### src/rtl/core/saabb_pkg.sv
package saabb_pkg;

  localparam int COORD_BITS = 24;
  localparam int SIZE_BITS  = COORD_BITS - 1;
  localparam int KIND_BITS  = 4;
  localparam int CFG_IDX_BITS = 3;

  // Working width for doubled coordinates: snapped positions and the sums
  // tested against the box edges stay well inside this range.
  localparam int DW = COORD_BITS + 5;

  localparam logic signed [DW-1:0] COORD_MAX_D =
    {{(DW-COORD_BITS+1){1'b0}}, {(COORD_BITS-1){1'b1}}};
  localparam logic signed [DW-1:0] COORD_MIN_D =
    {{(DW-COORD_BITS+1){1'b1}}, {(COORD_BITS-1){1'b0}}};

  typedef enum logic [CFG_IDX_BITS-1:0] {
    REG_CENTER_X = 3'd0,
    REG_CENTER_Y = 3'd1,
    REG_CENTER_Z = 3'd2,
    REG_SIZE_X   = 3'd3,
    REG_SIZE_Y   = 3'd4,
    REG_SIZE_Z   = 3'd5,
    REG_KIND     = 3'd6
  } cfg_reg_e;

  typedef enum logic [2:0] {
    FACE_TOP    = 3'd0,
    FACE_BOTTOM = 3'd1,
    FACE_LEFT   = 3'd2,
    FACE_RIGHT  = 3'd3,
    FACE_FRONT  = 3'd4,
    FACE_BACK   = 3'd5
  } face_e;

  localparam int NUM_FACES = 6;

  localparam face_e FACE_ORDER [NUM_FACES] = '{
    FACE_TOP, FACE_BOTTOM, FACE_LEFT, FACE_RIGHT, FACE_FRONT, FACE_BACK
  };

  // Box edges in doubled units.
  typedef struct packed {
    logic signed [DW-1:0] xl;
    logic signed [DW-1:0] xr;
    logic signed [DW-1:0] yb;
    logic signed [DW-1:0] yt;
    logic signed [DW-1:0] zf;
    logic signed [DW-1:0] zb;
    logic [KIND_BITS-1:0] kind;
  } box_t;

  // One request in flight, positions and sizes in doubled units.
  typedef struct packed {
    logic signed [DW-1:0] px;
    logic signed [DW-1:0] py;
    logic signed [DW-1:0] pz;
    logic signed [DW-1:0] ox;
    logic signed [DW-1:0] oy;
    logic signed [DW-1:0] oz;
    logic signed [DW-1:0] w;
    logic signed [DW-1:0] h2;
    logic signed [DW-1:0] d;
    logic [COORD_BITS-1:0] vel;
    logic [KIND_BITS-1:0]  kind;
    logic                  ht;
    logic                  hb;
    logic                  hx;
    logic                  hz;
  } item_t;

  function automatic item_t face_step(item_t it, box_t bx, face_e face);
    item_t r;
    logic  ovx;
    logic  ovy;
    logic  ovz;
    logic  hit;
    r   = it;
    hit = 1'b0;
    ovx = (it.px + it.w > bx.xl) && (it.px - it.w < bx.xr);
    ovy = (it.py + it.h2 > bx.yb) && (it.py < bx.yt);
    ovz = (it.pz + it.d > bx.zf) && (it.pz - it.d < bx.zb);
    case (face)
      FACE_TOP: begin
        if (it.py < bx.yt && it.oy >= bx.yt && ovx && ovz) begin
          r.py  = bx.yt;
          r.vel = '0;
          r.ht  = 1'b1;
          hit   = 1'b1;
        end
      end
      FACE_BOTTOM: begin
        if (it.py + it.h2 > bx.yb && it.oy + it.h2 <= bx.yb && ovx && ovz) begin
          r.py  = bx.yb - it.h2;
          r.vel = '0;
          r.hb  = 1'b1;
          hit   = 1'b1;
        end
      end
      FACE_LEFT: begin
        if (it.px + it.w > bx.xl && it.ox + it.w <= bx.xl && ovy && ovz) begin
          r.px = bx.xl - it.w;
          r.hx = 1'b1;
          hit  = 1'b1;
        end
      end
      FACE_RIGHT: begin
        if (it.px - it.w < bx.xr && it.ox - it.w >= bx.xr && ovy && ovz) begin
          r.px = bx.xr + it.w;
          r.hx = 1'b1;
          hit  = 1'b1;
        end
      end
      FACE_FRONT: begin
        if (it.pz + it.d > bx.zf && it.oz + it.d <= bx.zf && ovx && ovy) begin
          r.pz = bx.zf - it.d;
          r.hz = 1'b1;
          hit  = 1'b1;
        end
      end
      FACE_BACK: begin
        if (it.pz - it.d < bx.zb && it.oz - it.d >= bx.zb && ovx && ovy) begin
          r.pz = bx.zb + it.d;
          r.hz = 1'b1;
          hit  = 1'b1;
        end
      end
      default: begin
        hit = 1'b0;
      end
    endcase
    if (hit) begin
      r.kind = bx.kind;
    end
    return r;
  endfunction

  // Halve a doubled value toward minus infinity and clamp to the coordinate range.
  function automatic logic [COORD_BITS-1:0] finish_coord(logic signed [DW-1:0] v);
    logic signed [DW-1:0] h;
    h = v >>> 1;
    if (h > COORD_MAX_D) begin
      h = COORD_MAX_D;
    end else if (h < COORD_MIN_D) begin
      h = COORD_MIN_D;
    end
    return h[COORD_BITS-1:0];
  endfunction

endpackage

### src/rtl/core/saabb_faces.sv
module saabb_faces (
  input  logic              clk_i,
  input  logic              rst_ni,
  input  saabb_pkg::box_t   box_i,
  input  logic              valid_i,
  output logic              ready_o,
  input  saabb_pkg::item_t  item_i,
  output logic              valid_o,
  output saabb_pkg::item_t  item_o,
  input  logic              ready_i
);
  import saabb_pkg::*;

  logic  [NUM_FACES-1:0] valid_q;
  logic  [NUM_FACES:0]   rdy;
  item_t                 item_q [NUM_FACES];

  assign rdy[NUM_FACES] = ready_i;
  assign ready_o        = rdy[0];
  assign valid_o        = valid_q[NUM_FACES-1];
  assign item_o         = item_q[NUM_FACES-1];

  // One face test per stage, in the fixed order top, bottom, left, right, front, back.
  for (genvar k = 0; k < NUM_FACES; k++) begin : g_face
    item_t stg_in;
    item_t stg_d;
    logic  stg_valid_in;

    if (k == 0) begin : g_first
      assign stg_in       = item_i;
      assign stg_valid_in = valid_i;
    end else begin : g_next
      assign stg_in       = item_q[k-1];
      assign stg_valid_in = valid_q[k-1];
    end

    assign stg_d  = face_step(stg_in, box_i, FACE_ORDER[k]);
    assign rdy[k] = !valid_q[k] || rdy[k+1];

    always_ff @(posedge clk_i or negedge rst_ni) begin
      if (!rst_ni) begin
        valid_q[k] <= 1'b0;
      end else if (rdy[k]) begin
        valid_q[k] <= stg_valid_in;
      end
    end

    always_ff @(posedge clk_i) begin
      if (rdy[k] && stg_valid_in) begin
        item_q[k] <= stg_d;
      end
    end
  end

endmodule

### config.mk
export PLATFORM = sky130hd
export DESIGN_NAME = saabb_faces
export DESIGN_NICKNAME = d
export VERILOG_FILES = /design/src/rtl/core/saabb_pkg.sv /design/src/rtl/core/saabb_faces.sv
export SDC_FILE = /design/constraint.sdc
export NUM_CORES = 2
export LEC_CHECK = 0
export BUFFER_PORTS_ARGS = -buffer_cell sky130_fd_sc_hd__buf_2
export CAP_MARGIN = 25
export CORE_UTILIZATION = 25
export CTS_BUF_LIST = sky130_fd_sc_hd__clkbuf_16
export DETAILED_ROUTE_END_ITERATION = 10
export GPL_TIMING_DRIVEN = 0
export PLACE_DENSITY_LB_ADDON = 0.3
export SYNTH_ARGS = -nofsm -noshare
export SYNTH_HDL_FRONTEND = slang
export SYNTH_SLANG_ARGS = --single-unit
### constraint.sdc
create_clock -name clk_i -period 67.6 [get_ports clk_i]
set_input_delay 10.14 -clock clk_i [delete_from_list [all_inputs] [get_ports clk_i]]
set_output_delay 10.14 -clock clk_i [all_outputs]
set_load 0.005 [all_outputs]
==> metrics <==
main flop type after synthesis=edfxtp_1; PwrDens=34.34 nW/um2; CTS tree=built; cts hold-fix bufs=0; Clock Latency Late Sink=0.98 ns; Critical-path top delay cell=nor2b_1; placed insts=18679; # Post-CTS Setup Buffers=0; worst hold margin=0.3023 ns; Die Wd=706.2 um; fraction of layout cells with a size suffix above 1=0.1205; Util after Layout=0.2949; Post-synth EDFFs=1758; cell area after layout=145700 um2; pin count of the biggest net entering global routing=67; Cell variety after synth=84; DR vias/cell=4.792; Fill cells=51106; Tcrit/Tclk final=0.3198; WL per Instance=23.06 um; CTS clk-pin slew, worst paths=0.06 ns; CP Cell Sequence=buf_2, nor2b_1, nand3_1, nor2_1, nand3_1, buf_2; Pleak=61.75 nW; largest area contributor in the netlist=edfxtp_1; Synth Cell Area=124000 um2; RSZ-0062 raised after global routing=no; top cells by area, synth=edfxtp_1, ha_1, xnor2_1, a21oi_1, a21o_1; final clock skew=0.1368 ns; clock period minus worst slack=21.62 ns; hold depth=0; dpl hpwl=374200 um; outcome=completed; Max Transition Viols Final=0; Buffers & Inverters on Critical Path=2; placed inst area=137800 um2; Synth-to-Final Area Change=17.50%; Initial DRC Count=6464; final setup vio count=0; CTS buffer count=221; syn nets=13830; clock root cell=clkbuf_16; top-count cell post-synth=ha_1; initial antenna violation count=258; CP max stage delay=0.60 ns; I/O pin total=770; final total power=5.002 mW; htree depth=4; Die ar.=498700 um2; Worst Setup Start Kind=primary input; DRT antenna net count=0; DIE HEIGHT=706.2 um; fmax=0.04625 GHz; first-pass GRT wire length=618000 um; vias in the first global route=90605; post-route DRC violation count=0; CP arrival=11.48 ns; Yosys warning count=0; crit end category=output port; CTS resizes=0; Post-synth top cells=ha_1, edfxtp_1, a21oi_1; Final WS setup=45.98 ns; FP Rows=258; Place WS=45.97 ns; Placer Congestion=0.8956; Max-Cap Viols=0; GR Util All Layers=0.1707; clk sinks=1764; Hold Crit Class=register to register; Worst Path Required=57.46 ns; setup TNS=0 ns; non-filler instance count after layout=19197; I/O Buffers=769; Seq cells post-synth=1764; family with the most delay on the worst path=simple AND/OR/NAND/NOR gates; cell count after synthesis=11311; Setup CP Type=primary input to output port; via count=92001; R2R depth=30; Crit Path Max Fanout=7; total iterations of the first detailed-routing run=6; maximum VDD drop=0.02612 mV; Worst Tran Pin Value=1.190 ns; Initial Utilization=0.2510; CORE AREA=493900 um2; Mean Syn Cell Area=10.96 um2; Clock Tree Buf Depth=4; WP depth=6; Final Hold Fails=0; final net count=14921; final wirelength=442600 um; top cell type's share of synthesized area=0.4258; share of synthesized registers carrying an async set or reset=0.003401; post-synthesis sequential area ratio=0.4271; relative slew slack=0.1995; grt ovf=0
state kept, by name (all words and copies together), names as in the netlist:
register and flops:
valid_o 1, item_q 1758, g_face.stg_valid_in 5
final cells by class:
cell class	instances	area, um2	area share
Multi-Input combinational cell	8481	67140	0.4609
Sequential cell	1764	52940	0.3634
Tap cell	6500	8133	0.05583
Clock buffer	223	5580	0.03831
Timing Repair Buffer	868	5564	0.03820
Inverter	905	3397	0.02332
Clock inverter	182	1999	0.01373
Buffer	161	630.6	0.004329
Antenna cell	113	282.8	0.001941
kinds of logic (layout without fill, tap and decap cells):
logic type	after synthesis	after routing	synth area share
compound gates	3003	3003	0.1567
xor+xnor	889	889	0.06281
buf+inv	1066	2339	0.03247
simple gates	2334	2334	0.09359
flops	1764	1764	0.4271
mux	211	211	0.01892
other cells	0	113	0
fa+ha+maj	2044	2044	0.2084
cell usage in the layout, fill, tap and decap left out, drive strengths merged, types with 140 or more instances in the layout:
master | Yosys | routed
a21o | 555 | 555
a21oi | 951 | 951
buf | 23 | 891
clkbuf | 138 | 361
edfxtp | 1758 | 1758
ha | 2009 | 2009
inv | 905 | 950
mux2 | 187 | 187
nand2 | 333 | 333
nand2b | 149 | 149
nand3 | 140 | 140
nand4 | 220 | 220
nor2 | 775 | 775
nor2b | 239 | 239
nor3 | 164 | 164
o21a | 156 | 156
o21ai | 464 | 464
o21bai | 143 | 143
xnor2 | 652 | 652
xor2 | 237 | 237
metal layers:
metal / track usage / wire, um
met4: 0.05972 / 15560
met3: 0.03918 / 31840
met1: 0.2267 / 199100
met2: 0.2712 / 195400
met5: 0 / 738
worst paths after layout:
| check | to | start | slack, ns |
|---|---|---|---|
| setup / recovery | ready_o | ready_i | 45.98 |
| hold / removal | item_q[3][125]$_DFFE_PP_ | item_q[2][125]$_DFFE_PP_ | 0.30 |
| setup reg to reg | item_q[1][235]$_DFFE_PP_ | item_q[0][61]$_DFFE_PP_ | 58.41 |
| hold reg to reg | item_q[3][125]$_DFFE_PP_ | item_q[2][125]$_DFFE_PP_ | 0.30 |
| max in group asynchronous | g_face[3].stg_valid_in$_DFFE_PN0P_ | rst_ni | 58.38 |
| min in group asynchronous | g_face[4].stg_valid_in$_DFFE_PN0P_ | rst_ni | 9.07 |
power breakdown:
| group | internal (mW) | switching (mW) | total (mW) |
|---|---|---|---|
| Combinational | 0.895 | 1.24 | 2.13 |
| Sequential | 1.46 | 0.157 | 1.61 |
| Clock | 0.733 | 0.521 | 1.25 |
Power figures use the tool's default switching activity.
