File: src/rtl/core/saabb_pkg.sv
package saabb_pkg;

  localparam int COORD_BITS = 24;
  localparam int SIZE_BITS  = COORD_BITS - 1;
  localparam int KIND_BITS  = 4;
  localparam int CFG_IDX_BITS = 3;

  // Working width for doubled coordinates: snapped positions and the sums
  // tested against the box edges stay well inside this range.
  localparam int DW = COORD_BITS + 5;

  localparam logic signed [DW-1:0] COORD_MAX_D =
    {{(DW-COORD_BITS+1){1'b0}}, {(COORD_BITS-1){1'b1}}};
  localparam logic signed [DW-1:0] COORD_MIN_D =
    {{(DW-COORD_BITS+1){1'b1}}, {(COORD_BITS-1){1'b0}}};

  typedef enum logic [CFG_IDX_BITS-1:0] {
    REG_CENTER_X = 3'd0,
    REG_CENTER_Y = 3'd1,
    REG_CENTER_Z = 3'd2,
    REG_SIZE_X   = 3'd3,
    REG_SIZE_Y   = 3'd4,
    REG_SIZE_Z   = 3'd5,
    REG_KIND     = 3'd6
  } cfg_reg_e;

  typedef enum logic [2:0] {
    FACE_TOP    = 3'd0,
    FACE_BOTTOM = 3'd1,
    FACE_LEFT   = 3'd2,
    FACE_RIGHT  = 3'd3,
    FACE_FRONT  = 3'd4,
    FACE_BACK   = 3'd5
  } face_e;

  localparam int NUM_FACES = 6;

  localparam face_e FACE_ORDER [NUM_FACES] = '{
    FACE_TOP, FACE_BOTTOM, FACE_LEFT, FACE_RIGHT, FACE_FRONT, FACE_BACK
  };

  // Box edges in doubled units.
  typedef struct packed {
    logic signed [DW-1:0] xl;
    logic signed [DW-1:0] xr;
    logic signed [DW-1:0] yb;
    logic signed [DW-1:0] yt;
    logic signed [DW-1:0] zf;
    logic signed [DW-1:0] zb;
    logic [KIND_BITS-1:0] kind;
  } box_t;

  // One request in flight, positions and sizes in doubled units.
  typedef struct packed {
    logic signed [DW-1:0] px;
    logic signed [DW-1:0] py;
    logic signed [DW-1:0] pz;
    logic signed [DW-1:0] ox;
    logic signed [DW-1:0] oy;
    logic signed [DW-1:0] oz;
    logic signed [DW-1:0] w;
    logic signed [DW-1:0] h2;
    logic signed [DW-1:0] d;
    logic [COORD_BITS-1:0] vel;
    logic [KIND_BITS-1:0]  kind;
    logic                  ht;
    logic                  hb;
    logic                  hx;
    logic                  hz;
  } item_t;

  function automatic item_t face_step(item_t it, box_t bx, face_e face);
    item_t r;
    logic  ovx;
    logic  ovy;
    logic  ovz;
    logic  hit;
    r   = it;
    hit = 1'b0;
    ovx = (it.px + it.w > bx.xl) && (it.px - it.w < bx.xr);
    ovy = (it.py + it.h2 > bx.yb) && (it.py < bx.yt);
    ovz = (it.pz + it.d > bx.zf) && (it.pz - it.d < bx.zb);
    case (face)
      FACE_TOP: begin
        if (it.py < bx.yt && it.oy >= bx.yt && ovx && ovz) begin
          r.py  = bx.yt;
          r.vel = '0;
          r.ht  = 1'b1;
          hit   = 1'b1;
        end
      end
      FACE_BOTTOM: begin
        if (it.py + it.h2 > bx.yb && it.oy + it.h2 <= bx.yb && ovx && ovz) begin
          r.py  = bx.yb - it.h2;
          r.vel = '0;
          r.hb  = 1'b1;
          hit   = 1'b1;
        end
      end
      FACE_LEFT: begin
        if (it.px + it.w > bx.xl && it.ox + it.w <= bx.xl && ovy && ovz) begin
          r.px = bx.xl - it.w;
          r.hx = 1'b1;
          hit  = 1'b1;
        end
      end
      FACE_RIGHT: begin
        if (it.px - it.w < bx.xr && it.ox - it.w >= bx.xr && ovy && ovz) begin
          r.px = bx.xr + it.w;
          r.hx = 1'b1;
          hit  = 1'b1;
        end
      end
      FACE_FRONT: begin
        if (it.pz + it.d > bx.zf && it.oz + it.d <= bx.zf && ovx && ovy) begin
          r.pz = bx.zf - it.d;
          r.hz = 1'b1;
          hit  = 1'b1;
        end
      end
      FACE_BACK: begin
        if (it.pz - it.d < bx.zb && it.oz - it.d >= bx.zb && ovx && ovy) begin
          r.pz = bx.zb + it.d;
          r.hz = 1'b1;
          hit  = 1'b1;
        end
      end
      default: begin
        hit = 1'b0;
      end
    endcase
    if (hit) begin
      r.kind = bx.kind;
    end
    return r;
  endfunction

  // Halve a doubled value toward minus infinity and clamp to the coordinate range.
  function automatic logic [COORD_BITS-1:0] finish_coord(logic signed [DW-1:0] v);
    logic signed [DW-1:0] h;
    h = v >>> 1;
    if (h > COORD_MAX_D) begin
      h = COORD_MAX_D;
    end else if (h < COORD_MIN_D) begin
      h = COORD_MIN_D;
    end
    return h[COORD_BITS-1:0];
  endfunction

endpackage

File: src/rtl/core/saabb_prep.sv
module saabb_prep (
  input  logic                               clk_i,
  input  logic                               rst_ni,
  input  logic                               valid_i,
  output logic                               ready_o,
  input  logic [saabb_pkg::COORD_BITS-1:0]   cur_x_i,
  input  logic [saabb_pkg::COORD_BITS-1:0]   cur_y_i,
  input  logic [saabb_pkg::COORD_BITS-1:0]   cur_z_i,
  input  logic [saabb_pkg::COORD_BITS-1:0]   prev_x_i,
  input  logic [saabb_pkg::COORD_BITS-1:0]   prev_y_i,
  input  logic [saabb_pkg::COORD_BITS-1:0]   prev_z_i,
  input  logic [saabb_pkg::SIZE_BITS-1:0]    mover_w_i,
  input  logic [saabb_pkg::SIZE_BITS-1:0]    mover_h_i,
  input  logic [saabb_pkg::SIZE_BITS-1:0]    mover_d_i,
  input  logic [saabb_pkg::COORD_BITS-1:0]   vel_y_in_i,
  input  logic [saabb_pkg::KIND_BITS-1:0]    kind_in_i,
  output logic                               valid_o,
  output saabb_pkg::item_t                   item_o,
  input  logic                               ready_i
);
  import saabb_pkg::*;

  logic  valid_q;
  item_t item_q;
  item_t item_d;

  function automatic logic signed [DW-1:0] dbl(logic [COORD_BITS-1:0] c);
    return {{(DW-COORD_BITS-1){c[COORD_BITS-1]}}, c, 1'b0};
  endfunction

  function automatic logic signed [DW-1:0] usz(logic [SIZE_BITS-1:0] s);
    return {{(DW-SIZE_BITS){1'b0}}, s};
  endfunction

  always_comb begin
    item_d.px   = dbl(cur_x_i);
    item_d.py   = dbl(cur_y_i);
    item_d.pz   = dbl(cur_z_i);
    item_d.ox   = dbl(prev_x_i);
    item_d.oy   = dbl(prev_y_i);
    item_d.oz   = dbl(prev_z_i);
    item_d.w    = usz(mover_w_i);
    item_d.h2   = {{(DW-SIZE_BITS-1){1'b0}}, mover_h_i, 1'b0};
    item_d.d    = usz(mover_d_i);
    item_d.vel  = vel_y_in_i;
    item_d.kind = kind_in_i;
    item_d.ht   = 1'b0;
    item_d.hb   = 1'b0;
    item_d.hx   = 1'b0;
    item_d.hz   = 1'b0;
  end

  assign ready_o = !valid_q || ready_i;
  assign valid_o = valid_q;
  assign item_o  = item_q;

  always_ff @(posedge clk_i or negedge rst_ni) begin
    if (!rst_ni) begin
      valid_q <= 1'b0;
    end else if (ready_o) begin
      valid_q <= valid_i;
    end
  end

  always_ff @(posedge clk_i) begin
    if (ready_o && valid_i) begin
      item_q <= item_d;
    end
  end

endmodule

File: config.mk
export PLATFORM = sky130hd
export DESIGN_NAME = saabb_prep
export DESIGN_NICKNAME = d
export VERILOG_FILES = /design/src/rtl/core/saabb_pkg.sv /design/src/rtl/core/saabb_prep.sv
export SDC_FILE = /design/constraint.sdc
export NUM_CORES = 1
export LEC_CHECK = 0
export BUFFER_PORTS_ARGS = -buffer_cell sky130_fd_sc_hd__buf_2
export CAP_MARGIN = 20
export CORE_AREA = 4 4 209 211
export DETAILED_ROUTE_END_ITERATION = 7
export DIE_AREA = 0 0 213 215
export PLACE_DENSITY_LB_ADDON = 0.1
export SLEW_MARGIN = 10
export SYNTH_ARGS = -nofsm -noshare
export SYNTH_HDL_FRONTEND = slang
export SYNTH_SLANG_ARGS = --single-unit
File: constraint.sdc
create_clock -name clk_i -period 3.1 [get_ports clk_i]
set_input_delay 0.155 -clock clk_i [delete_from_list [all_inputs] [get_ports clk_i]]
set_output_delay 0.155 -clock clk_i [all_outputs]
set_load 0.02 [all_outputs]
==> results.ini <==
[run_status]
outcome = finished, final reports clean

[grt]
grt_pass1_vias = 6238
track_usage_pct = 10.8
grt_first_pass_wirelength_um = 37700
grt_max_degree = 49
overflow = 0
antenna_found_initial = 0

[final_layout]
area_growth_pct = 83.4
final_common_cell = buf_2
finalNonFillerCells = 1633
final_cell_mix = buf_2, dlygate4sd3_1, edfxtp_1, clkbuf_16, conb_1
utilization_pct = 33.8
drive_above_1_share_pct = 50.9
final_cell_area_um2 = 14100
nets = 1315
num_antenna_cells = 0

[setup_path]
cp_cell_sequence = nand2b_4, and2_4, buf_4
r2r_slack_ns = 1.27
r2r_start = valid_o$_DFFE_PN0P_
r2r_end = item_o[150]$_DFFE_PP_
rr_worst_depth = 3
path_delay_family = simple AND/OR/NAND/NOR gates
cp_data_arrival_time_ns = 2.07
endpoint_kind = register
critPathKind = reg -> reg
cp_num_buf_inv = 1
cp_slowest_stage_delay_ns = 0.60
startpoint_type = register
critPathRequiredTime_ns = 3.34
critPathLaunch = valid_o$_DFFE_PN0P_
cp_max_fo = 43
cp_slowest_cell = and2_4

[placed_design]
place_area_um2 = 10700
dpl.hpwl_um = 19300
port_buffers = 511
gp_congestion = 0.697
placed_cells = 1332

[floorplanning]
die_height_um = 215
io_pins = 540
dieArea_um2 = 45800
core_um2 = 41800
fp-row-count = 75
start_util_pct = 18.4
die_x_um = 213

[timing]
finalCritPeriodShare_pct = 59.1
finalCriticalPeriod_ns = 1.83
max-slew-margin-rel_pct = 53.0
skew_ns = 0.0136
max_freq_mhz = 546
maxSlewViolCount = 0
finalHoldViolations = 0
rsz0062_at_grt = no
fin_setup_tns_ns = 0
setup_viol = 0
worst_slew_pin_slew_ns = 0.705

[route]
drt_iter0_drc = 144
drt_pass1_iterations = 4
vias = 5641
drt_wl_total_um = 26400
drtAntennaViolNets = 0
avgRoutedWirePerCell_um = 16.1
remaining_drc_errors = 0
drt-vias-per-instance = 3.45

[power]
power_per_cell_area_nw_per_um2 = 574
peakVddDrop_v = 0.000389
p_leak_uw = 0.00594

[clock_network]
cts_root_buf = clkbuf_16
cts_tree = built
cts_made_buffers = 30
cts_resized = 0
clock_sinks = 242
cts-htree-levels = 1
ctsHoldBuffers = 245
path_clk_slew_ns = 0.06
cts_setup_buffers = 0
clock_path_buffers = 3
clock_latency_ns = 0.55

[yosys]
yosysUniqueCellTypes = 7
syn_area_um2 = 7680
synth-seq-cells = 242
synth_cells = 298
yosysSeqAreaShare_pct = 94.5
synthTopCellsByArea = edfxtp_1, buf_4, dfrtp_1
yosysWarnings = 0
synth_top_cell_area_share_pct = 94.2
yosys.area.top_type = edfxtp_1
avgSynthCellArea_um2 = 25.8

[min_path]
hold_class = in -> reg
min_path_cells = 2
hp-start = prev_y_i[0]
whs_endpoint = item_o[149]$_DFFE_PP_

[flow_run]
max_cap_violations = 0

-- worst max-delay path by stage --
stage	to	slack [ns]	cells after the start
2_1_floorplan	item_o[100]$_DFFE_PP_	0.33	2
3_3_place_gp	item_o[79]$_DFFE_PP_	1.24	3
3_5_place_dp	item_o[150]$_DFFE_PP_	1.23	3
6_report	item_o[150]$_DFFE_PP_	1.27	3
4_1_cts	item_o[162]$_DFFE_PP_	1.21	3
5_1_grt	item_o[284]$_DFFE_PP_	1.15	3
-- flip-flops by register name, summed over array words and instances (netlist names) --
register / flops
item_o: 241
valid_o: 1
-- final cells by class --
type | instances | area, um^2
Multi-Input combinational cell | 31 | 134
Clock buffer | 41 | 813
Timing Repair Buffer | 765 | 5110
Tap cell | 539 | 674
Sequential cell | 242 | 7260
Clock inverter | 15 | 96.3
Fill cell | 4119 | 27700
-- per-layer routing --
metal	vias to the layer above	GRT usage, %	share of wire [%]	wire [um]
met2	315	20.1	52	13800
met3	52	3.86	9.5	2510
met5	-	0	0	0
met1	2638	11.0	34	9050
met4	0	3.76	3.7	984
li1	2636	-	-	-
-- where the power goes --
group / internal, uW / switching, uW
sequential: 3820 / 46.3
combinational: 447 / 543
clock: 1900 / 1340
total: 6170 / 1920
-- Yosys cell counts --
| library cell | n |
|---|---|
| edfxtp_1 | 241 |
| buf_4 | 52 |
| and2_4 | 1 |
| conb_1 | 1 |
| dfrtp_1 | 1 |
| nand2b_1 | 1 |
| nand2b_4 | 1 |
-- through the flow --
step,power [uW],setup WS [ns],hold WS [ns]
after global placement,4700,1.24,-0.0671
after floorplan,4340,0.333,-0.141
after CTS,8280,1.21,0.253
final,8100,1.27,0.301
after global routing,8490,1.15,0.274
after detailed placement,4690,1.23,-0.0685
-- logic make-up (layout without fill, tap and decap cells) --
kind of cell | Yosys count | after routing | share of synthesized area, %
flops | 242 | 242 | 94.5
buf+inv | 52 | 821 | 5.08
simple gates | 3 | 3 | 0.375
other cells | 1 | 28 | 0.0488
(Power assumes the default switching activity.)
