File: src/rtl/core/saabb_pkg.sv
package saabb_pkg;

  localparam int COORD_BITS = 24;
  localparam int SIZE_BITS  = COORD_BITS - 1;
  localparam int KIND_BITS  = 4;
  localparam int CFG_IDX_BITS = 3;

  // Working width for doubled coordinates: snapped positions and the sums
  // tested against the box edges stay well inside this range.
  localparam int DW = COORD_BITS + 5;

  localparam logic signed [DW-1:0] COORD_MAX_D =
    {{(DW-COORD_BITS+1){1'b0}}, {(COORD_BITS-1){1'b1}}};
  localparam logic signed [DW-1:0] COORD_MIN_D =
    {{(DW-COORD_BITS+1){1'b1}}, {(COORD_BITS-1){1'b0}}};

  typedef enum logic [CFG_IDX_BITS-1:0] {
    REG_CENTER_X = 3'd0,
    REG_CENTER_Y = 3'd1,
    REG_CENTER_Z = 3'd2,
    REG_SIZE_X   = 3'd3,
    REG_SIZE_Y   = 3'd4,
    REG_SIZE_Z   = 3'd5,
    REG_KIND     = 3'd6
  } cfg_reg_e;

  typedef enum logic [2:0] {
    FACE_TOP    = 3'd0,
    FACE_BOTTOM = 3'd1,
    FACE_LEFT   = 3'd2,
    FACE_RIGHT  = 3'd3,
    FACE_FRONT  = 3'd4,
    FACE_BACK   = 3'd5
  } face_e;

  localparam int NUM_FACES = 6;

  localparam face_e FACE_ORDER [NUM_FACES] = '{
    FACE_TOP, FACE_BOTTOM, FACE_LEFT, FACE_RIGHT, FACE_FRONT, FACE_BACK
  };

  // Box edges in doubled units.
  typedef struct packed {
    logic signed [DW-1:0] xl;
    logic signed [DW-1:0] xr;
    logic signed [DW-1:0] yb;
    logic signed [DW-1:0] yt;
    logic signed [DW-1:0] zf;
    logic signed [DW-1:0] zb;
    logic [KIND_BITS-1:0] kind;
  } box_t;

  // One request in flight, positions and sizes in doubled units.
  typedef struct packed {
    logic signed [DW-1:0] px;
    logic signed [DW-1:0] py;
    logic signed [DW-1:0] pz;
    logic signed [DW-1:0] ox;
    logic signed [DW-1:0] oy;
    logic signed [DW-1:0] oz;
    logic signed [DW-1:0] w;
    logic signed [DW-1:0] h2;
    logic signed [DW-1:0] d;
    logic [COORD_BITS-1:0] vel;
    logic [KIND_BITS-1:0]  kind;
    logic                  ht;
    logic                  hb;
    logic                  hx;
    logic                  hz;
  } item_t;

  function automatic item_t face_step(item_t it, box_t bx, face_e face);
    item_t r;
    logic  ovx;
    logic  ovy;
    logic  ovz;
    logic  hit;
    r   = it;
    hit = 1'b0;
    ovx = (it.px + it.w > bx.xl) && (it.px - it.w < bx.xr);
    ovy = (it.py + it.h2 > bx.yb) && (it.py < bx.yt);
    ovz = (it.pz + it.d > bx.zf) && (it.pz - it.d < bx.zb);
    case (face)
      FACE_TOP: begin
        if (it.py < bx.yt && it.oy >= bx.yt && ovx && ovz) begin
          r.py  = bx.yt;
          r.vel = '0;
          r.ht  = 1'b1;
          hit   = 1'b1;
        end
      end
      FACE_BOTTOM: begin
        if (it.py + it.h2 > bx.yb && it.oy + it.h2 <= bx.yb && ovx && ovz) begin
          r.py  = bx.yb - it.h2;
          r.vel = '0;
          r.hb  = 1'b1;
          hit   = 1'b1;
        end
      end
      FACE_LEFT: begin
        if (it.px + it.w > bx.xl && it.ox + it.w <= bx.xl && ovy && ovz) begin
          r.px = bx.xl - it.w;
          r.hx = 1'b1;
          hit  = 1'b1;
        end
      end
      FACE_RIGHT: begin
        if (it.px - it.w < bx.xr && it.ox - it.w >= bx.xr && ovy && ovz) begin
          r.px = bx.xr + it.w;
          r.hx = 1'b1;
          hit  = 1'b1;
        end
      end
      FACE_FRONT: begin
        if (it.pz + it.d > bx.zf && it.oz + it.d <= bx.zf && ovx && ovy) begin
          r.pz = bx.zf - it.d;
          r.hz = 1'b1;
          hit  = 1'b1;
        end
      end
      FACE_BACK: begin
        if (it.pz - it.d < bx.zb && it.oz - it.d >= bx.zb && ovx && ovy) begin
          r.pz = bx.zb + it.d;
          r.hz = 1'b1;
          hit  = 1'b1;
        end
      end
      default: begin
        hit = 1'b0;
      end
    endcase
    if (hit) begin
      r.kind = bx.kind;
    end
    return r;
  endfunction

  // Halve a doubled value toward minus infinity and clamp to the coordinate range.
  function automatic logic [COORD_BITS-1:0] finish_coord(logic signed [DW-1:0] v);
    logic signed [DW-1:0] h;
    h = v >>> 1;
    if (h > COORD_MAX_D) begin
      h = COORD_MAX_D;
    end else if (h < COORD_MIN_D) begin
      h = COORD_MIN_D;
    end
    return h[COORD_BITS-1:0];
  endfunction

endpackage

File: src/rtl/core/saabb_finish.sv
module saabb_finish (
  input  logic                              clk_i,
  input  logic                              rst_ni,
  input  logic                              valid_i,
  output logic                              ready_o,
  input  saabb_pkg::item_t                  item_i,
  output logic                              valid_o,
  input  logic                              ready_i,
  output logic [saabb_pkg::COORD_BITS-1:0]  res_x_o,
  output logic [saabb_pkg::COORD_BITS-1:0]  res_y_o,
  output logic [saabb_pkg::COORD_BITS-1:0]  res_z_o,
  output logic [saabb_pkg::COORD_BITS-1:0]  vel_y_out_o,
  output logic                              hit_top_o,
  output logic                              hit_bottom_o,
  output logic                              hit_side_x_o,
  output logic                              hit_side_z_o,
  output logic [saabb_pkg::KIND_BITS-1:0]   kind_out_o
);
  import saabb_pkg::*;

  logic                  valid_q;
  logic [COORD_BITS-1:0] res_x_q;
  logic [COORD_BITS-1:0] res_y_q;
  logic [COORD_BITS-1:0] res_z_q;
  logic [COORD_BITS-1:0] vel_q;
  logic [3:0]            flags_q;
  logic [KIND_BITS-1:0]  kind_q;

  assign ready_o = !valid_q || ready_i;
  assign valid_o = valid_q;

  always_ff @(posedge clk_i or negedge rst_ni) begin
    if (!rst_ni) begin
      valid_q <= 1'b0;
    end else if (ready_o) begin
      valid_q <= valid_i;
    end
  end

  always_ff @(posedge clk_i) begin
    if (ready_o && valid_i) begin
      res_x_q <= finish_coord(item_i.px);
      res_y_q <= finish_coord(item_i.py);
      res_z_q <= finish_coord(item_i.pz);
      vel_q   <= item_i.vel;
      flags_q <= {item_i.ht, item_i.hb, item_i.hx, item_i.hz};
      kind_q  <= item_i.kind;
    end
  end

  assign res_x_o      = res_x_q;
  assign res_y_o      = res_y_q;
  assign res_z_o      = res_z_q;
  assign vel_y_out_o  = vel_q;
  assign hit_top_o    = flags_q[3];
  assign hit_bottom_o = flags_q[2];
  assign hit_side_x_o = flags_q[1];
  assign hit_side_z_o = flags_q[0];
  assign kind_out_o   = kind_q;

endmodule

File: config.mk
export PLATFORM = sky130hd
export DESIGN_NAME = saabb_finish
export DESIGN_NICKNAME = d
export VERILOG_FILES = /design/src/rtl/core/saabb_pkg.sv /design/src/rtl/core/saabb_finish.sv
export SDC_FILE = /design/constraint.sdc
export NUM_CORES = 1
export LEC_CHECK = 0
export BUFFER_PORTS_ARGS = -buffer_cell sky130_fd_sc_hd__buf_2
export CELL_PAD_IN_SITES_DETAIL_PLACEMENT = 1
export CELL_PAD_IN_SITES_GLOBAL_PLACEMENT = 2
export CORE_AREA = 5 5 155 157
export CTS_CLUSTER_DIAMETER = 50
export DETAILED_ROUTE_END_ITERATION = 8
export DIE_AREA = 0 0 160 162
export PLACE_DENSITY = 0.91
export SLEW_MARGIN = 20
export SYNTH_ARGS = -nofsm -noshare
export SYNTH_HDL_FRONTEND = slang
export SYNTH_SLANG_ARGS = --single-unit
File: constraint.sdc
create_clock -name clk_i -period 5.7 [get_ports clk_i]
set_input_delay 0.57 -clock clk_i [delete_from_list [all_inputs] [get_ports clk_i]]
set_output_delay 0.57 -clock clk_i [all_outputs]
set_load 0.05 [all_outputs]
==> results.sh, run 1 <==
export IMPL_yosysSeqAreaShare_pct=60.35
export IMPL_use_met3_pct=6.648
export IMPL_first_iter_violations=361
export IMPL_via_per_inst=4.954
export IMPL_start_kind="input port"
export IMPL_rrSetupSlack_ns=3.44
export IMPL_cp_max_fo=25
export IMPL_antenna_found_initial=3
export IMPL_p_sw_uw=660.7
export IMPL_fin_crit_ns=2.267
export IMPL_synth_area_top_cells="edfxtp_1 60%, a221oi_2 17%, nand4_1 8.3%"
export IMPL_pwr_density_cell_nw_per_um2=293.6
export IMPL_grt_first_pass_wirelength_mm=26.57
export IMPL_crit_path_end_kind="flip-flop"
export IMPL_clkLatencyLatePin_ns=0.36
export IMPL_cts_tree="done"
export IMPL_pwr_share_comb_pct=21.7
export IMPL_grt_usage_pct=13.12
export IMPL_crit_buf_inv=2
export IMPL_synth_seq_cells=105
export IMPL_use_met2_pct=19.44
export IMPL_tns_ns=0
export IMPL_drive_gt1_share_pct=55.26
export IMPL_finalSetupViolCount=0
export IMPL_grt_util_met1_pct=17.15
export IMPL_wl_per_cell_um=20.59
export IMPL_crit_chain="buf_2 > nor2b_2 > buf_4 > a221oi_1"
export IMPL_outcome="finished, final reports clean"
export IMPL_syn_area_per_cell_um2=14.14
export IMPL_coreArea_um2=22370
export IMPL_synthCells=369
export IMPL_area_growth_pct=29.72
export IMPL_clockRootBuffer="clkbuf_16"
export IMPL_worstHoldStart="item_i[19]"
export IMPL_cts_sinks=105
export IMPL_antennaDiodeCount=0
export IMPL_pwr_share_clk_pct=32.0
export IMPL_hold_class="input port to flip-flop"
export IMPL_netlist_area_um2=5216
export IMPL_yosysWarningCount=0
export IMPL_worst_slew_pin_slew_ns=0.7695
export IMPL_max_freq_mhz=441.1
export IMPL_drc=0
export IMPL_grt_max_degree=59
export IMPL_relSlewSlack_pct=48.70
export IMPL_final_nets=862
export IMPL_gr_max_usage_layer="met2"
export IMPL_ios=403
export IMPL_yosysTopAreaCellShare_pct=59.87
export IMPL_grt_setup_unrepaired="no"
export IMPL_finalMaxSlewViolations=0
export IMPL_place_congestion=0.7177
export IMPL_numCtsBuffers=9
export IMPL_p_sw_share_pct=33.26
export IMPL_r2r_start="valid_o"
export IMPL_clk_pin_slew_ns=0.09
export IMPL_io_buffers=225
export IMPL_rr_endpoint="res_x_o[21]"
export IMPL_htreeDepth=3
export IMPL_crit_family="buffers and inverters"
export IMPL_fin_crit_sh_pct=39.78
export IMPL_drtAntennaViolNets=0
export IMPL_leakagePower_uw=0.002531
export IMPL_dr_total_vias=4236
export IMPL_drtPass1Iterations=4
export IMPL_path_class="input port to flip-flop"
export IMPL_start_util_pct=23.32
export IMPL_p_seq_share_pct=46.4
export IMPL_rows=55
export IMPL_critPathMaxStageDelay_ns=0.72
export IMPL_grt_pass1_vias=4446
export IMPL_peakVddDrop_mv=0.1205
export IMPL_place_inst=838
export IMPL_clockBufferDepth=2
export IMPL_hold_viol_final=0
export IMPL_worst_r2r_path_depth=3
export IMPL_die_w_um=160
export IMPL_ys_types=16
export IMPL_grt_overflow_total=0
export IMPL_dieHeight_um=162
export IMPL_final_cells=855
export IMPL_p_int_uw=1326
export IMPL_cp_arrival_ns=2.33
export IMPL_wirelength_mm=17.60
export IMPL_crit_path_top_delay_cell="nor2b_2"
export IMPL_max_cap_violations=0
export IMPL_skew_ns=0.01499
export IMPL_die_area_um2=25920
export IMPL_dp_hpwl_mm=12.67
export IMPL_syn_nets=666
export IMPL_yosys_area_top_type="edfxtp_1"
export IMPL_worstHoldEndpoint="vel_y_out_o[11]"
export IMPL_required_ns=5.77
export IMPL_holdPathStages=1
[synthesized netlist by cell type (all sizes together)]
library cell / number
dfrtp: 1
and2: 1
clkbuf: 3
nand2b: 2
a221oi: 69
nor3: 3
edfxtp: 104
nor2: 69
buf: 45
nand4: 69
nor2b: 3
[layer usage]
layer,routed length [µm],part of all wire (%),vias to the layer above
li1,-,-,1928
met1,7659,44,2120
met2,7850,45,169
met3,1879,11,13
met4,167,0.95,6
met5,46,0.26,-
[worst register-to-register path, stage by stage (launching register included)]
cell      delay [ns]
dfrtp_1         0.38
nand2b_1        0.11
and2_4          0.60
buf_4           0.75
[worst max-delay path by stage]
| stage | startpoint | to | slack, ns | cells after the start |
|---|---|---|---|---|
| after floorplan | valid_o | flags_q[0] | 1.68 | 2 |
| final | item_i[292] | res_x_o[1] | 3.43 | 4 |
| after CTS | valid_o | res_x_o[20] | 3.37 | 3 |
| after global placement | item_i[260] | res_y_o[0] | 3.04 | 3 |
| after global routing | valid_o | res_x_o[21] | 3.27 | 3 |
| after detailed placement | item_i[292] | res_x_o[1] | 3.06 | 4 |
[sequential cells by signal, indices dropped and copies added (netlist names)]
| signal | cells |
|---|---|
| res_x_o | 24 |
| res_y_o | 24 |
| res_z_o | 24 |
| vel_y_out_o | 24 |
| flags_q | 4 |
| kind_out_o | 4 |
| valid_o | 1 |
[power groups by stage]
stage / combinational [µW] / clock, µW / sequential, µW
3_5_place_dp: 434 / 0 / 939
6_report: 430 / 635 / 921
4_1_cts: 435 / 665 / 922
2_1_floorplan: 137 / 0 / 1110
3_3_place_gp: 428 / 0 / 937
5_1_grt: 457 / 704 / 926
[cell type report]
type / count / area (µm²)
Multi-Input combinational cell: 216 / 1767
Clock inverter: 7 / 73.82
Sequential cell: 105 / 3148
Fill cell: 2475 / 15600
Timing Repair Buffer: 233 / 1196
Tap cell: 285 / 356.6
Clock buffer: 9 / 225.2
[cell families after synthesis]
logic type | after synthesis | share of synthesized area [%]
DFF | 105 | 60.35
and+or+nand+nor | 147 | 14.75
buffers and inverters | 48 | 6.116
AOI/OAI and AO/OA | 69 | 18.78
[what timing repair did]
action                                 4_1_cts  5_1_grt
gates resized for setup                      0        0
endpoints found under the hold margin        1        0
hold buffers                                 1        0
setup buffers                                0        0
[stage by stage]
stage               total power, µW  cell area, µm²  setup slack (ns)  hold WS [ns]  util [%]
finish                         1987            6766             3.433        0.3834     30.25
global route                   2087            6766             3.266        0.3577     30.25
CTS                            2022            6766             3.370        0.3633     30.25
detailed placement             1373            6457             3.055        0.3455     28.87
global placement               1364            6442             3.044        0.3450     28.81
floorplan                      1243            5216             1.682        0.2744         -
[layout by cell type (no fill, tap or decap), drive strengths merged]
| cell type | synthesis | layout |
|---|---|---|
| a221oi | 69 | 69 |
| and2 | 1 | 1 |
| buf | 45 | 232 |
| clkbuf | 3 | 9 |
| clkinv | 0 | 5 |
| dfrtp | 1 | 1 |
| dlygate4sd3 | 0 | 1 |
| edfxtp | 104 | 104 |
| inv | 0 | 2 |
| nand2b | 2 | 2 |
| nand4 | 69 | 69 |
| nor2 | 69 | 69 |
| nor2b | 3 | 3 |
| nor3 | 3 | 3 |
Power figures use the tool's default switching activity.
==> inputs of run 2 (changes only) <==
Settings changed: CORE_AREA 5 5 155 157 to unset, CORE_MARGIN set to 5, CORE_UTILIZATION set to 23, DIE_AREA 0 0 160 162 to unset, PLACE_DENSITY 0.91 to 0.9.
Clock period 5.7 ns to 2.2 ns, I/O delays scaled along.
==> run 2 against run 1 <==
Power grew to 2.6 times the previous value. Count of clock-buffer cells in the layout stayed put. Cell count is 1.2% higher. Sequential power grew to 2.6 times the previous value. Worst setup slack worse by 2.7 ns. Sequential share of layout area is 0.68 points lower. Clock power grew to 2.7 times the previous value.
==> results.sh, run 2 (same netlist as run 1, synthesis figures left out) <==
export IMPL_outcome="finished, final reports clean"
export IMPL_via_per_inst=4.884
export IMPL_grt_max_degree=48
export IMPL_grt_overflow_total=0
export IMPL_fin_crit_sh_pct=67.82
export IMPL_wirelength_mm=17.42
export IMPL_cp_arrival_ns=1.52
export IMPL_tns_ns=0
export IMPL_clkLatencyLatePin_ns=0.36
export IMPL_place_congestion=0.7094
export IMPL_cts_tree="done"
export IMPL_area_growth_pct=31.64
export IMPL_start_kind="flip-flop"
export IMPL_grt_setup_unrepaired="no"
export IMPL_clockRootBuffer="clkbuf_16"
export IMPL_path_class="flip-flop to flip-flop"
export IMPL_dieHeight_um=160.6
export IMPL_first_iter_violations=263
export IMPL_drc=0
export IMPL_antenna_found_initial=5
export IMPL_grt_pass1_vias=4278
export IMPL_hold_viol_final=0
export IMPL_skew_ns=0.01566
export IMPL_start_util_pct=23.18
export IMPL_clockBufferDepth=2
export IMPL_finalSetupViolCount=0
export IMPL_ios=403
export IMPL_grt_usage_pct=12.78
export IMPL_ctsResizeCount=0
export IMPL_rows=55
export IMPL_fin_crit_ns=1.492
export IMPL_nFillCells=2481
export IMPL_final_common_cell="buf_2"
export IMPL_peakVddDrop_mv=0.3579
export IMPL_drtPass1Iterations=4
export IMPL_numCtsBuffers=9
export IMPL_cp_max_fo=47
export IMPL_die_area_um2=25790
export IMPL_coreArea_um2=22500
export IMPL_cts_setup_buffers=0
export IMPL_drive_gt1_share_pct=56.13
export IMPL_leakagePower_uw=0.002588
export IMPL_htreeDepth=3
export IMPL_hold_class="input port to flip-flop"
export IMPL_final_nets=871
export IMPL_holdBufCountCts=1
export IMPL_layout_common_cells="225 x buf_2, 104 x edfxtp_1, 69 x nor2_1, 69 x nand4_1, 60 x a221oi_2"
export IMPL_finalMaxSlewViolations=0
export IMPL_timing_hold_ws_ns=0.03357
export IMPL_grt_first_pass_wirelength_mm=25.97
export IMPL_max_cap_violations=0
export IMPL_crit_path_end_kind="flip-flop"
export IMPL_required_ns=2.23
export IMPL_worst_slew_pin_slew_ns=0.7966
export IMPL_die_w_um=160.6
export IMPL_drtAntennaViolNets=0
export IMPL_fin_area_um2=6867
export IMPL_dr_total_vias=4225
export IMPL_max_freq_mhz=670.3
export IMPL_clk_pin_slew_ns=0.09
export IMPL_cts_sinks=105
export IMPL_dp_hpwl_mm=12.62
export IMPL_relSlewSlack_pct=46.65
export IMPL_wl_per_cell_um=20.14
export IMPL_io_buffers=225
export IMPL_place_area_um2=6545
export IMPL_pwr_density_cell_nw_per_um2=762.4
-- run 2: changes by cell type in the layout (fill, tap and decap cells not counted), moves of 2 or more --
cell | previous run | this run
buf_4 | 6 | 14
clkinv_4 | 4 | 0
inv_6 | 0 | 2
buf_12 | 0 | 2
-- run 2: worst max-delay path, cell delays in order (launching register included) --
cell and delay (ns):
dfrtp_1 0.41, nand2b_2 0.09, and2_4 0.32, buf_12 0.31
-- run 2: metal layers --
| layer | vias up | track usage, % | part of all wire [%] |
|---|---|---|---|
| li1 | 1947 | - | - |
| met1 | 2078 | 17.35 | 45 |
| met2 | 173 | 18.13 | 43 |
| met3 | 19 | 6.107 | 11 |
| met4 | 8 | 3.598 | 0.99 |
| met5 | - | 0 | 0.27 |
-- run 2: path summary, 6_finish.rpt --
path	from	cells after the start	slack (ns)	to
min in group asynchronous	rst_ni	2	0.15	valid_o
max in group asynchronous	rst_ni	2	1.96	valid_o
min reg2reg	valid_o	2	0.55	valid_o
min	item_i[13]	1	0.03	vel_y_out_o[5]
max	valid_o	3	0.71	res_z_o[0]
max reg2reg	valid_o	3	0.71	res_z_o[0]
-- run 2: final cells by class --
type	instances	area (µm²)	area share [%]
flip-flops and latches	105	3148	45.85
clock inverters	7	83.83	1.221
clock buffers	9	225.2	3.280
multi-input cells	216	1769	25.77
repair buffers	242	1281	18.66
well taps	285	356.6	5.193
diodes	1	2.502	0.03644
-- run 2: report_power, final --
part           total (µW)  switching (µW)  internal [µW]
Sequential           2380            30.3           2350
Combinational        1130             840            292
Clock                1720             891            829
-- run 2: metrics by stage --
| stage | total power (µW) | setup WS (ns) | instances | utilization [%] |
|---|---|---|---|---|
| 2_1_floorplan | 3214 | 0.04130 | 369 | - |
| 3_3_place_gp | 3549 | 0.5510 | 847 | 29.09 |
| 3_5_place_dp | 3567 | 0.5431 | 847 | 29.09 |
| 4_1_cts | 5323 | 0.6885 | 864 | 30.50 |
| 5_1_grt | 5472 | 0.6288 | 865 | 30.51 |
| 6_report | 5235 | 0.7080 | 865 | 30.51 |
